==> src/hw/rtl/shtb_pkg.sv <==
package shtb_pkg;

    localparam int unsigned CFG_IDX_W  = 4;
    localparam int unsigned CFG_DATA_W = 40;

    localparam logic signed [15:0] INITIAL_ROOM_TEMP_DEF = 16'sd5120;

    localparam logic [55:0] K_NUM       = 56'd27778;
    localparam logic [63:0] FIVE_POW_11 = 64'd48828125;
    localparam logic [63:0] LOSS_DIV    = 64'd256000;
    localparam logic [63:0] Q16_ONE     = 64'd65536;
    localparam logic [63:0] MAG_CAP     = 64'h4000_0000_0000_0000;

    localparam logic [3:0] SH_NONE  = 4'd0;
    localparam logic [3:0] SH_TERM  = 4'd3;
    localparam logic [3:0] SH_DTEMP = 4'd13;

    typedef enum logic [CFG_IDX_W-1:0] {
        REG_WALL_G    = 4'd0,
        REG_AIR_CAP   = 4'd1,
        REG_H2_MIN    = 4'd2,
        REG_H2_MAX    = 4'd3,
        REG_BAT_MIN   = 4'd4,
        REG_BAT_MAX   = 4'd5,
        REG_XFER_EFF  = 4'd6,
        REG_HEAT_EFF  = 4'd7
    } reg_idx_t;

    typedef struct packed {
        logic       start;
        logic       mul_only;
        logic [3:0] shift;
    } md_req_t;

    function automatic logic signed [31:0] sat32(input logic signed [63:0] x);
        logic signed [31:0] r;
        if (x > 64'sh0000_0000_7FFF_FFFF) begin
            r = 32'sh7FFF_FFFF;
        end else if (x < -64'sh0000_0000_8000_0000) begin
            r = 32'sh8000_0000;
        end else begin
            r = x[31:0];
        end
        return r;
    endfunction

endpackage

==> src/hw/rtl/shtb_muldiv.sv <==
module shtb_muldiv import shtb_pkg::*; (
    input  logic               aclk,
    input  logic               aresetn,
    input  md_req_t            req,
    input  logic signed [63:0] op_a,
    input  logic        [63:0] op_b,
    input  logic        [63:0] op_c,
    output logic               done,
    output logic signed [63:0] result
);

    typedef enum logic [2:0] {U_IDLE, U_MUL, U_CHK, U_DIV, U_POST} ustate_t;

    ustate_t            state_reg;
    logic [5:0]         cnt_reg;
    logic [127:0]       p_reg;
    logic [63:0]        a_reg;
    logic [63:0]        c_reg;
    logic               neg_reg;
    logic               mul_only_reg;
    logic [3:0]         sh_reg;
    logic               ovf_reg;
    logic               done_reg;
    logic signed [63:0] result_reg;

    logic [64:0]  mul_sum;
    logic [64:0]  rtop;
    logic [64:0]  rdiff;
    logic         ge;
    logic [127:0] div_step;
    logic [63:0]  quo;
    logic [63:0]  mag;
    logic [63:0]  capped;

    always_comb begin
        mul_sum  = {1'b0, p_reg[127:64]} + (p_reg[0] ? {1'b0, a_reg} : 65'd0);
        rtop     = p_reg[127:63];
        rdiff    = rtop - {1'b0, c_reg};
        ge       = (rtop >= {1'b0, c_reg});
        div_step = ge ? {rdiff[63:0], p_reg[62:0], 1'b1} : {p_reg[126:0], 1'b0};
        quo      = ovf_reg ? 64'hFFFF_FFFF_FFFF_FFFF : p_reg[63:0];
        mag      = mul_only_reg ? p_reg[63:0] : (quo >> sh_reg);
        capped   = (!mul_only_reg && (mag > MAG_CAP)) ? MAG_CAP : mag;
    end

    always_ff @(posedge aclk) begin
        if (!aresetn) begin
            state_reg <= U_IDLE;
            done_reg  <= 1'b0;
        end else begin
            done_reg <= 1'b0;
            case (state_reg)
                U_IDLE: begin
                    if (req.start) begin
                        neg_reg      <= op_a[63];
                        a_reg        <= op_a[63] ? (64'd0 - op_a) : op_a;
                        p_reg        <= {64'd0, op_b};
                        c_reg        <= op_c;
                        sh_reg       <= req.shift;
                        mul_only_reg <= req.mul_only;
                        ovf_reg      <= 1'b0;
                        cnt_reg      <= 6'd0;
                        state_reg    <= U_MUL;
                    end
                end
                U_MUL: begin
                    p_reg   <= {mul_sum, p_reg[63:1]};
                    cnt_reg <= cnt_reg + 6'd1;
                    if (cnt_reg == 6'd63) begin
                        state_reg <= mul_only_reg ? U_POST : U_CHK;
                    end
                end
                U_CHK: begin
                    cnt_reg <= 6'd0;
                    if (p_reg[127:64] >= c_reg) begin
                        ovf_reg   <= 1'b1;
                        state_reg <= U_POST;
                    end else begin
                        state_reg <= U_DIV;
                    end
                end
                U_DIV: begin
                    p_reg   <= div_step;
                    cnt_reg <= cnt_reg + 6'd1;
                    if (cnt_reg == 6'd63) begin
                        state_reg <= U_POST;
                    end
                end
                U_POST: begin
                    result_reg <= neg_reg ? (64'sd0 - signed'(capped)) : signed'(capped);
                    done_reg   <= 1'b1;
                    state_reg  <= U_IDLE;
                end
                default: begin
                    state_reg <= U_IDLE;
                end
            endcase
        end
    end

    assign done   = done_reg;
    assign result = result_reg;

endmodule

==> src/hw/rtl/storage_housing_thermal_balance_top.sv <==
// The block takes one request at a time.
// Each multiply-divide pass on the shared bit-serial unit runs 64 multiply steps, then
// 64 divide steps unless the quotient overflows; a plain multiply pass runs only the
// multiply steps. These passes set the rate.
// Synchronous active-low reset restores register defaults and both room temperatures.
module storage_housing_thermal_balance_top import shtb_pkg::*; #(
    parameter logic signed [15:0] INITIAL_ROOM_TEMP = INITIAL_ROOM_TEMP_DEF
) (
    input  logic                  aclk,
    input  logic                  aresetn,
    input  logic                  cfg_wr_en,
    input  logic [CFG_IDX_W-1:0]  cfg_index,
    input  logic [CFG_DATA_W-1:0] cfg_wr_data,
    input  logic                  s_valid,
    output logic                  s_ready,
    input  logic signed [15:0]    s_ambient_temp,
    input  logic [23:0]           s_step_hours,
    input  logic signed [31:0]    s_h2_heat_output,
    input  logic [39:0]           s_h2_heat_capacity,
    input  logic signed [31:0]    s_battery_heat_output,
    input  logic [39:0]           s_battery_heat_capacity,
    output logic                  m_valid,
    input  logic                  m_ready,
    output logic signed [15:0]    m_h2_room_temp,
    output logic signed [15:0]    m_battery_room_temp,
    output logic signed [31:0]    m_h2_required_heat,
    output logic signed [31:0]    m_battery_required_heat,
    output logic signed [31:0]    m_h2_to_battery_heat,
    output logic signed [31:0]    m_remaining_heat,
    output logic signed [31:0]    m_external_heating,
    output logic signed [31:0]    m_storage_load
);

    typedef enum logic [2:0] {S_IDLE, S_MCP, S_ISSUE, S_WAIT, S_NEXT, S_REM, S_DONE} state_t;
    typedef enum logic [2:0] {OP_LOSS, OP_NETDT, OP_DTEMP, OP_TERM, OP_REQ, OP_XFER,
                              OP_EXT} op_t;

    state_t state_reg;
    op_t    op_reg;

    logic [31:0]        wall_g_reg;
    logic [39:0]        air_cap_reg;
    logic signed [15:0] h2_min_reg, h2_max_reg, bat_min_reg, bat_max_reg;
    logic [16:0]        xfer_eff_reg, heat_eff_reg;

    logic signed [15:0] h2_temp_reg, bat_temp_reg;

    logic signed [15:0] amb_reg;
    logic [23:0]        dt_reg;
    logic signed [31:0] h2_gen_reg, bat_gen_reg;
    logic [39:0]        h2_cap_reg, bat_cap_reg;

    logic               hsel_reg;
    logic [55:0]        mcpk_reg;
    logic signed [63:0] loss_reg, nd_reg, sacc_reg;
    logic signed [15:0] tnew_reg;
    logic signed [31:0] q_cur_reg, q_h2_reg, q_bat_reg, xfer_reg, rem_reg, ext_reg, load_reg;

    logic               m_valid_reg;
    logic signed [15:0] m_h2_temp_reg, m_bat_temp_reg;
    logic signed [31:0] m_q_h2_reg, m_q_bat_reg, m_xfer_reg, m_rem_reg, m_ext_reg, m_load_reg;

    logic signed [15:0] t_old, lim_lo, lim_hi;
    logic signed [63:0] gen64;
    logic [39:0]        cap_sel;
    logic [40:0]        mcp;
    logic [55:0]        mcpk;
    logic signed [63:0] t_chk;
    logic signed [31:0] rem_sum;

    md_req_t            md_req;
    logic signed [63:0] md_a;
    logic [63:0]        md_b, md_c;
    logic               md_done;
    logic signed [63:0] md_res;

    always_comb begin
        t_old   = hsel_reg ? bat_temp_reg : h2_temp_reg;
        lim_lo  = hsel_reg ? bat_min_reg : h2_min_reg;
        lim_hi  = hsel_reg ? bat_max_reg : h2_max_reg;
        gen64   = hsel_reg ? 64'(bat_gen_reg) : 64'(h2_gen_reg);
        cap_sel = hsel_reg ? bat_cap_reg : h2_cap_reg;
        mcp     = {1'b0, cap_sel} + {1'b0, air_cap_reg};
        if (mcp == 41'd0) begin
            mcp = 41'd1;
        end
        mcpk    = 56'(mcp) * K_NUM;
        t_chk   = 64'(t_old) + md_res;
        rem_sum = sat32(64'(q_h2_reg) + 64'(q_bat_reg));
    end

    always_comb begin
        md_req.start    = (state_reg == S_ISSUE);
        md_req.mul_only = 1'b0;
        md_req.shift    = SH_NONE;
        md_a            = 64'sd0;
        md_b            = 64'd0;
        md_c            = Q16_ONE;
        case (op_reg)
            OP_LOSS: begin
                md_a = 64'(t_old) - 64'(amb_reg);
                md_b = {32'd0, wall_g_reg};
                md_c = LOSS_DIV;
            end
            OP_NETDT: begin
                md_a            = gen64 - loss_reg;
                md_b            = {40'd0, dt_reg};
                md_req.mul_only = 1'b1;
            end
            OP_DTEMP: begin
                md_a         = nd_reg;
                md_b         = FIVE_POW_11;
                md_c         = {8'd0, mcpk_reg};
                md_req.shift = SH_DTEMP;
            end
            OP_TERM: begin
                md_a         = 64'(t_old) - 64'(tnew_reg);
                md_b         = {8'd0, mcpk_reg};
                md_c         = FIVE_POW_11;
                md_req.shift = SH_TERM;
            end
            OP_REQ: begin
                md_a = sacc_reg;
                md_b = {40'd0, dt_reg};
            end
            OP_XFER: begin
                md_a = 64'(q_bat_reg);
                md_b = {47'd0, xfer_eff_reg};
            end
            OP_EXT: begin
                md_a = 64'sd0 - 64'(rem_reg);
                md_b = {47'd0, heat_eff_reg};
            end
            default: begin
                md_a = 64'sd0;
            end
        endcase
    end

    shtb_muldiv u_muldiv (
        .aclk    (aclk),
        .aresetn (aresetn),
        .req     (md_req),
        .op_a    (md_a),
        .op_b    (md_b),
        .op_c    (md_c),
        .done    (md_done),
        .result  (md_res)
    );

    always_ff @(posedge aclk) begin
        if (!aresetn) begin
            wall_g_reg   <= 32'd65536;
            air_cap_reg  <= 40'd1000000;
            h2_min_reg   <= 16'sd0;
            h2_max_reg   <= 16'sd10240;
            bat_min_reg  <= 16'sd0;
            bat_max_reg  <= 16'sd10240;
            xfer_eff_reg <= 17'd65536;
            heat_eff_reg <= 17'd65536;
        end else if (cfg_wr_en) begin
            case (reg_idx_t'(cfg_index))
                REG_WALL_G:   wall_g_reg   <= cfg_wr_data[31:0];
                REG_AIR_CAP:  air_cap_reg  <= cfg_wr_data[39:0];
                REG_H2_MIN:   h2_min_reg   <= cfg_wr_data[15:0];
                REG_H2_MAX:   h2_max_reg   <= cfg_wr_data[15:0];
                REG_BAT_MIN:  bat_min_reg  <= cfg_wr_data[15:0];
                REG_BAT_MAX:  bat_max_reg  <= cfg_wr_data[15:0];
                REG_XFER_EFF: xfer_eff_reg <= cfg_wr_data[16:0];
                REG_HEAT_EFF: heat_eff_reg <= cfg_wr_data[16:0];
                default: begin
                end
            endcase
        end
    end

    always_ff @(posedge aclk) begin
        if (!aresetn) begin
            state_reg    <= S_IDLE;
            op_reg       <= OP_LOSS;
            hsel_reg     <= 1'b0;
            m_valid_reg  <= 1'b0;
            h2_temp_reg  <= INITIAL_ROOM_TEMP;
            bat_temp_reg <= INITIAL_ROOM_TEMP;
        end else begin
            if (m_valid_reg && m_ready && (state_reg != S_DONE)) begin
                m_valid_reg <= 1'b0;
            end
            case (state_reg)
                S_IDLE: begin
                    if (s_valid) begin
                        amb_reg     <= s_ambient_temp;
                        dt_reg      <= s_step_hours;
                        h2_gen_reg  <= s_h2_heat_output;
                        h2_cap_reg  <= s_h2_heat_capacity;
                        bat_gen_reg <= s_battery_heat_output;
                        bat_cap_reg <= s_battery_heat_capacity;
                        hsel_reg    <= 1'b0;
                        state_reg   <= S_MCP;
                    end
                end
                S_MCP: begin
                    mcpk_reg  <= mcpk;
                    op_reg    <= OP_LOSS;
                    state_reg <= S_ISSUE;
                end
                S_ISSUE: begin
                    state_reg <= S_WAIT;
                end
                S_WAIT: begin
                    if (md_done) begin
                        state_reg <= S_ISSUE;
                        case (op_reg)
                            OP_LOSS: begin
                                loss_reg <= md_res;
                                op_reg   <= OP_NETDT;
                            end
                            OP_NETDT: begin
                                nd_reg <= md_res;
                                op_reg <= OP_DTEMP;
                            end
                            OP_DTEMP: begin
                                if (t_chk < 64'(lim_lo)) begin
                                    tnew_reg <= lim_lo;
                                    op_reg   <= OP_TERM;
                                end else if (t_chk > 64'(lim_hi)) begin
                                    tnew_reg <= lim_hi;
                                    op_reg   <= OP_TERM;
                                end else begin
                                    tnew_reg  <= t_chk[15:0];
                                    q_cur_reg <= 32'sd0;
                                    state_reg <= S_NEXT;
                                end
                            end
                            OP_TERM: begin
                                sacc_reg <= md_res - gen64 + loss_reg;
                                op_reg   <= OP_REQ;
                            end
                            OP_REQ: begin
                                q_cur_reg <= sat32(md_res);
                                state_reg <= S_NEXT;
                            end
                            OP_XFER: begin
                                xfer_reg  <= sat32(md_res);
                                state_reg <= S_REM;
                            end
                            OP_EXT: begin
                                ext_reg   <= sat32(md_res);
                                state_reg <= S_DONE;
                            end
                            default: begin
                                state_reg <= S_IDLE;
                            end
                        endcase
                    end
                end
                S_NEXT: begin
                    if (!hsel_reg) begin
                        h2_temp_reg <= tnew_reg;
                        q_h2_reg    <= q_cur_reg;
                        hsel_reg    <= 1'b1;
                        state_reg   <= S_MCP;
                    end else begin
                        bat_temp_reg <= tnew_reg;
                        q_bat_reg    <= q_cur_reg;
                        if ((q_cur_reg > 32'sd0) && (q_h2_reg < 32'sd0)) begin
                            op_reg    <= OP_XFER;
                            state_reg <= S_ISSUE;
                        end else begin
                            xfer_reg  <= 32'sd0;
                            state_reg <= S_REM;
                        end
                    end
                end
                S_REM: begin
                    rem_reg <= rem_sum;
                    if (rem_sum < 32'sd0) begin
                        load_reg  <= 32'sd0;
                        op_reg    <= OP_EXT;
                        state_reg <= S_ISSUE;
                    end else begin
                        load_reg  <= rem_sum;
                        ext_reg   <= 32'sd0;
                        state_reg <= S_DONE;
                    end
                end
                S_DONE: begin
                    if (!m_valid_reg || m_ready) begin
                        m_h2_temp_reg  <= h2_temp_reg;
                        m_bat_temp_reg <= bat_temp_reg;
                        m_q_h2_reg     <= q_h2_reg;
                        m_q_bat_reg    <= q_bat_reg;
                        m_xfer_reg     <= xfer_reg;
                        m_rem_reg      <= rem_reg;
                        m_ext_reg      <= ext_reg;
                        m_load_reg     <= load_reg;
                        m_valid_reg    <= 1'b1;
                        state_reg      <= S_IDLE;
                    end
                end
                default: begin
                    state_reg <= S_IDLE;
                end
            endcase
        end
    end

    assign s_ready                 = (state_reg == S_IDLE);
    assign m_valid                 = m_valid_reg;
    assign m_h2_room_temp          = m_h2_temp_reg;
    assign m_battery_room_temp     = m_bat_temp_reg;
    assign m_h2_required_heat      = m_q_h2_reg;
    assign m_battery_required_heat = m_q_bat_reg;
    assign m_h2_to_battery_heat    = m_xfer_reg;
    assign m_remaining_heat        = m_rem_reg;
    assign m_external_heating      = m_ext_reg;
    assign m_storage_load          = m_load_reg;

endmodule

==> config.mk <==
export PLATFORM = sky130hd
export DESIGN_NAME = storage_housing_thermal_balance_top
export DESIGN_NICKNAME = d
export VERILOG_FILES = /design/src/hw/rtl/shtb_pkg.sv /design/src/hw/rtl/shtb_muldiv.sv /design/src/hw/rtl/storage_housing_thermal_balance_top.sv
export SDC_FILE = /design/constraint.sdc
export NUM_CORES = 2
export LEC_CHECK = 0
export BUFFER_PORTS_ARGS = -buffer_cell sky130_fd_sc_hd__buf_2
export CAP_MARGIN = 40
export CORE_UTILIZATION = 50
export DETAILED_ROUTE_END_ITERATION = 7
export PLACE_DENSITY = 0.77
export SLEW_MARGIN = 20
export SYNTH_ARGS = -nofsm -noshare
export SYNTH_HDL_FRONTEND = slang
export SYNTH_SLANG_ARGS = --single-unit
==> constraint.sdc <==
create_clock -name aclk -period 15.4 [get_ports aclk]
set_clock_uncertainty 0.2 [all_clocks]
set_input_delay 2.31 -clock aclk [delete_from_list [all_inputs] [get_ports aclk]]
set_output_delay 2.31 -clock aclk [all_outputs]
set_load 0.05 [all_outputs]
==> run metrics <==
IO Count=459; clock buffer depth=3; DP HPWL=250000 um; nets@finish=11507; post-route cell area=111000 sq um; Iteration-0 DRC Markers=9347; CP max FO=41; Die H=448 um; register area=40900 sq um; Slew HR=30.7%; Fin Setup TNS=0 ns; top post-synthesis cells by area=edfxtp_1, ha_1, dfxtp_1; Slew Viols, Final=0; placed inst area=105000 sq um; Leakage=45.0 nW; Yosys cell types=108; EDFF count, synth=1218; worst path required time=15.75 ns; Tightest Hold Check Type=register to register; Initial Util=50.4%; Tmin final=12.18 ns; worst slew pin tran=1.04 ns; synthesized flop and latch total=1432; clock slew at reported path FFs=0.07 ns; post_cts resized=0; Skew-Pair Late Insertion Delay=0.85 ns; GP Congestion=0.998; Worst Setup Path Type=register to register; grt ovf=0; Port Buf Inserts=458; CTS buffer count=156; endpoint type of the worst setup path=register; # Max-Cap Violations=0; max FFs per register=128; post-synth top area cell=edfxtp_1; final setup violating endpoints=0; Post-CTS Setup Bufs=0; Max VDD drop=0.000243 V; post-DR vias/cell=6.23; TritonRoute pass-1 iters=8; first-pass GRT wire length=482000 um; RSZ-0062 raised after global routing=no; YS warnings=0; Hold Buf Count CTS=0; TritonCTS clock tree=yes; Routed WL=324000 um; ANT nets after route=0; PD cells=135 nW/um^2; die width=448 um; status=complete, no violations; crit path launch type=register; Layout Area Growth over Synthesis=11.1%; most common flop cell mapped by yosys=edfxtp_1; die area=201000 sq um; vias=81262; fill count=16939; CP max-delay cell=dfxtp_4; Async S/R FF share, synth=0%; most common cell after layout, fill and taps aside=edfxtp_1; site row count=163; clock sinks=1432; post-synth net total=11158; Crit path max-delay family=compound AO/OA/AOI/OAI gates; fmax=82.1 MHz; final period utilization=79.1%; core area=197000 sq um; largest net degree at the start of global routing=110; H-tree Lvls=4; worst path arrival time=12.52 ns; post-synthesis cell count=9915; Multi-input gate area=54500 sq um; Crit path buffers/inverters=5; most frequent cells in the layout=edfxtp_1, nand2_1, ha_1; layout cells sized above 1=11.0%; number of global-route vias before repair=78612; share of the synthesized area in the top cell type=36.8%; Seq/Total Area, Yosys=41.1%; final hold vios=0; initial antenna violation count=10; Remaining DRCs=0; wire per inst=24.9 um; clk root buf=clkbuf_16; GRT Util Overall=31.6%; Critical Path Most Common Cell=ha_1; Synth Cell Area=99500 sq um; synthesized area per cell=10.0 sq um; Min Hold Slack=0.204 ns; Max stage delay on crit path=0.70 ns
-- through the flow --
step | total power, mW | worst slack, ns | utilization (%) | std cells
2_1_floorplan | 9.44 | 4.05 | - | 9915
3_3_place_gp | 10.9 | 3.52 | 52.9 | 12695
3_5_place_dp | 11.0 | 3.43 | 53.1 | 12728
4_1_cts | 14.8 | 3.34 | 55.8 | 13015
5_1_grt | 15.8 | 2.78 | 56.0 | 13035
6_report | 14.9 | 3.22 | 56.0 | 13037
-- final cells by class --
cell class,instances,share of cell area [%]
Tap cell,2640,2.99
Clock inverter,106,1.08
Multi-Input combinational cell,7312,49.3
Antenna cell,4,0.00906
Clock buffer,181,3.66
Sequential cell,1432,37.0
Timing Repair Buffer,611,3.43
Inverter,751,2.55
-- logic make-up after synthesis --
group	synth area share (%)
compound gates	17.2
xor+xnor	4.46
fa+ha+maj	14.3
buf+inv	4.46
flops	41.1
mux	4.84
other cells	0.00377
simple gates	13.7
-- Yosys cell counts (89+ instances only) --
master       n
nand2_1    882
ha_1       805
fa_1       205
xor2_1     184
nor3_1     151
nand2b_1    97
mux2i_1    249
o21ai_0    419
dfxtp_1    214
and2_1     163
a21o_1     359
inv_1      744
o21a_1      95
nand4_1    146
a31oi_1     89
mux2_2     108
edfxtp_1  1218
a21boi_0   194
a21oi_1    620
nor2_1     643
nand3_1    186
clkbuf_1   350
nor2b_1    134
xnor2_1    322
-- routing by layer --
layer  GRT usage [%]  part of all wire, %
met1            41.3                   40
met2            50.9                   46
met3            4.83                  8.5
met4            15.8                  5.6
met5               0               0.0080
-- power breakdown --
part | total (mW) | switching [mW] | internal [mW]
clock network | 3.82 | 1.71 | 2.11
registers | 4.82 | 0.173 | 4.65
logic | 6.26 | 3.68 | 2.58
total | 14.9 | 5.56 | 9.34
-- path summary, 6_finish.rpt --
path	from	end	slack [ns]	cells past startpoint
worst max-delay path	hsel_reg$_SDFFE_PN0P_	mcpk_reg[53]$_DFFE_PP_	3.22	37
worst min-delay path	xfer_reg[2]$_SDFFCE_PP0P_	m_h2_to_battery_heat[2]$_DFFE_PP_	0.20	0
worst max register to register	hsel_reg$_SDFFE_PN0P_	mcpk_reg[53]$_DFFE_PP_	3.22	37
worst min register to register	xfer_reg[2]$_SDFFCE_PP0P_	m_h2_to_battery_heat[2]$_DFFE_PP_	0.20	0
(Power assumes the default switching activity.)
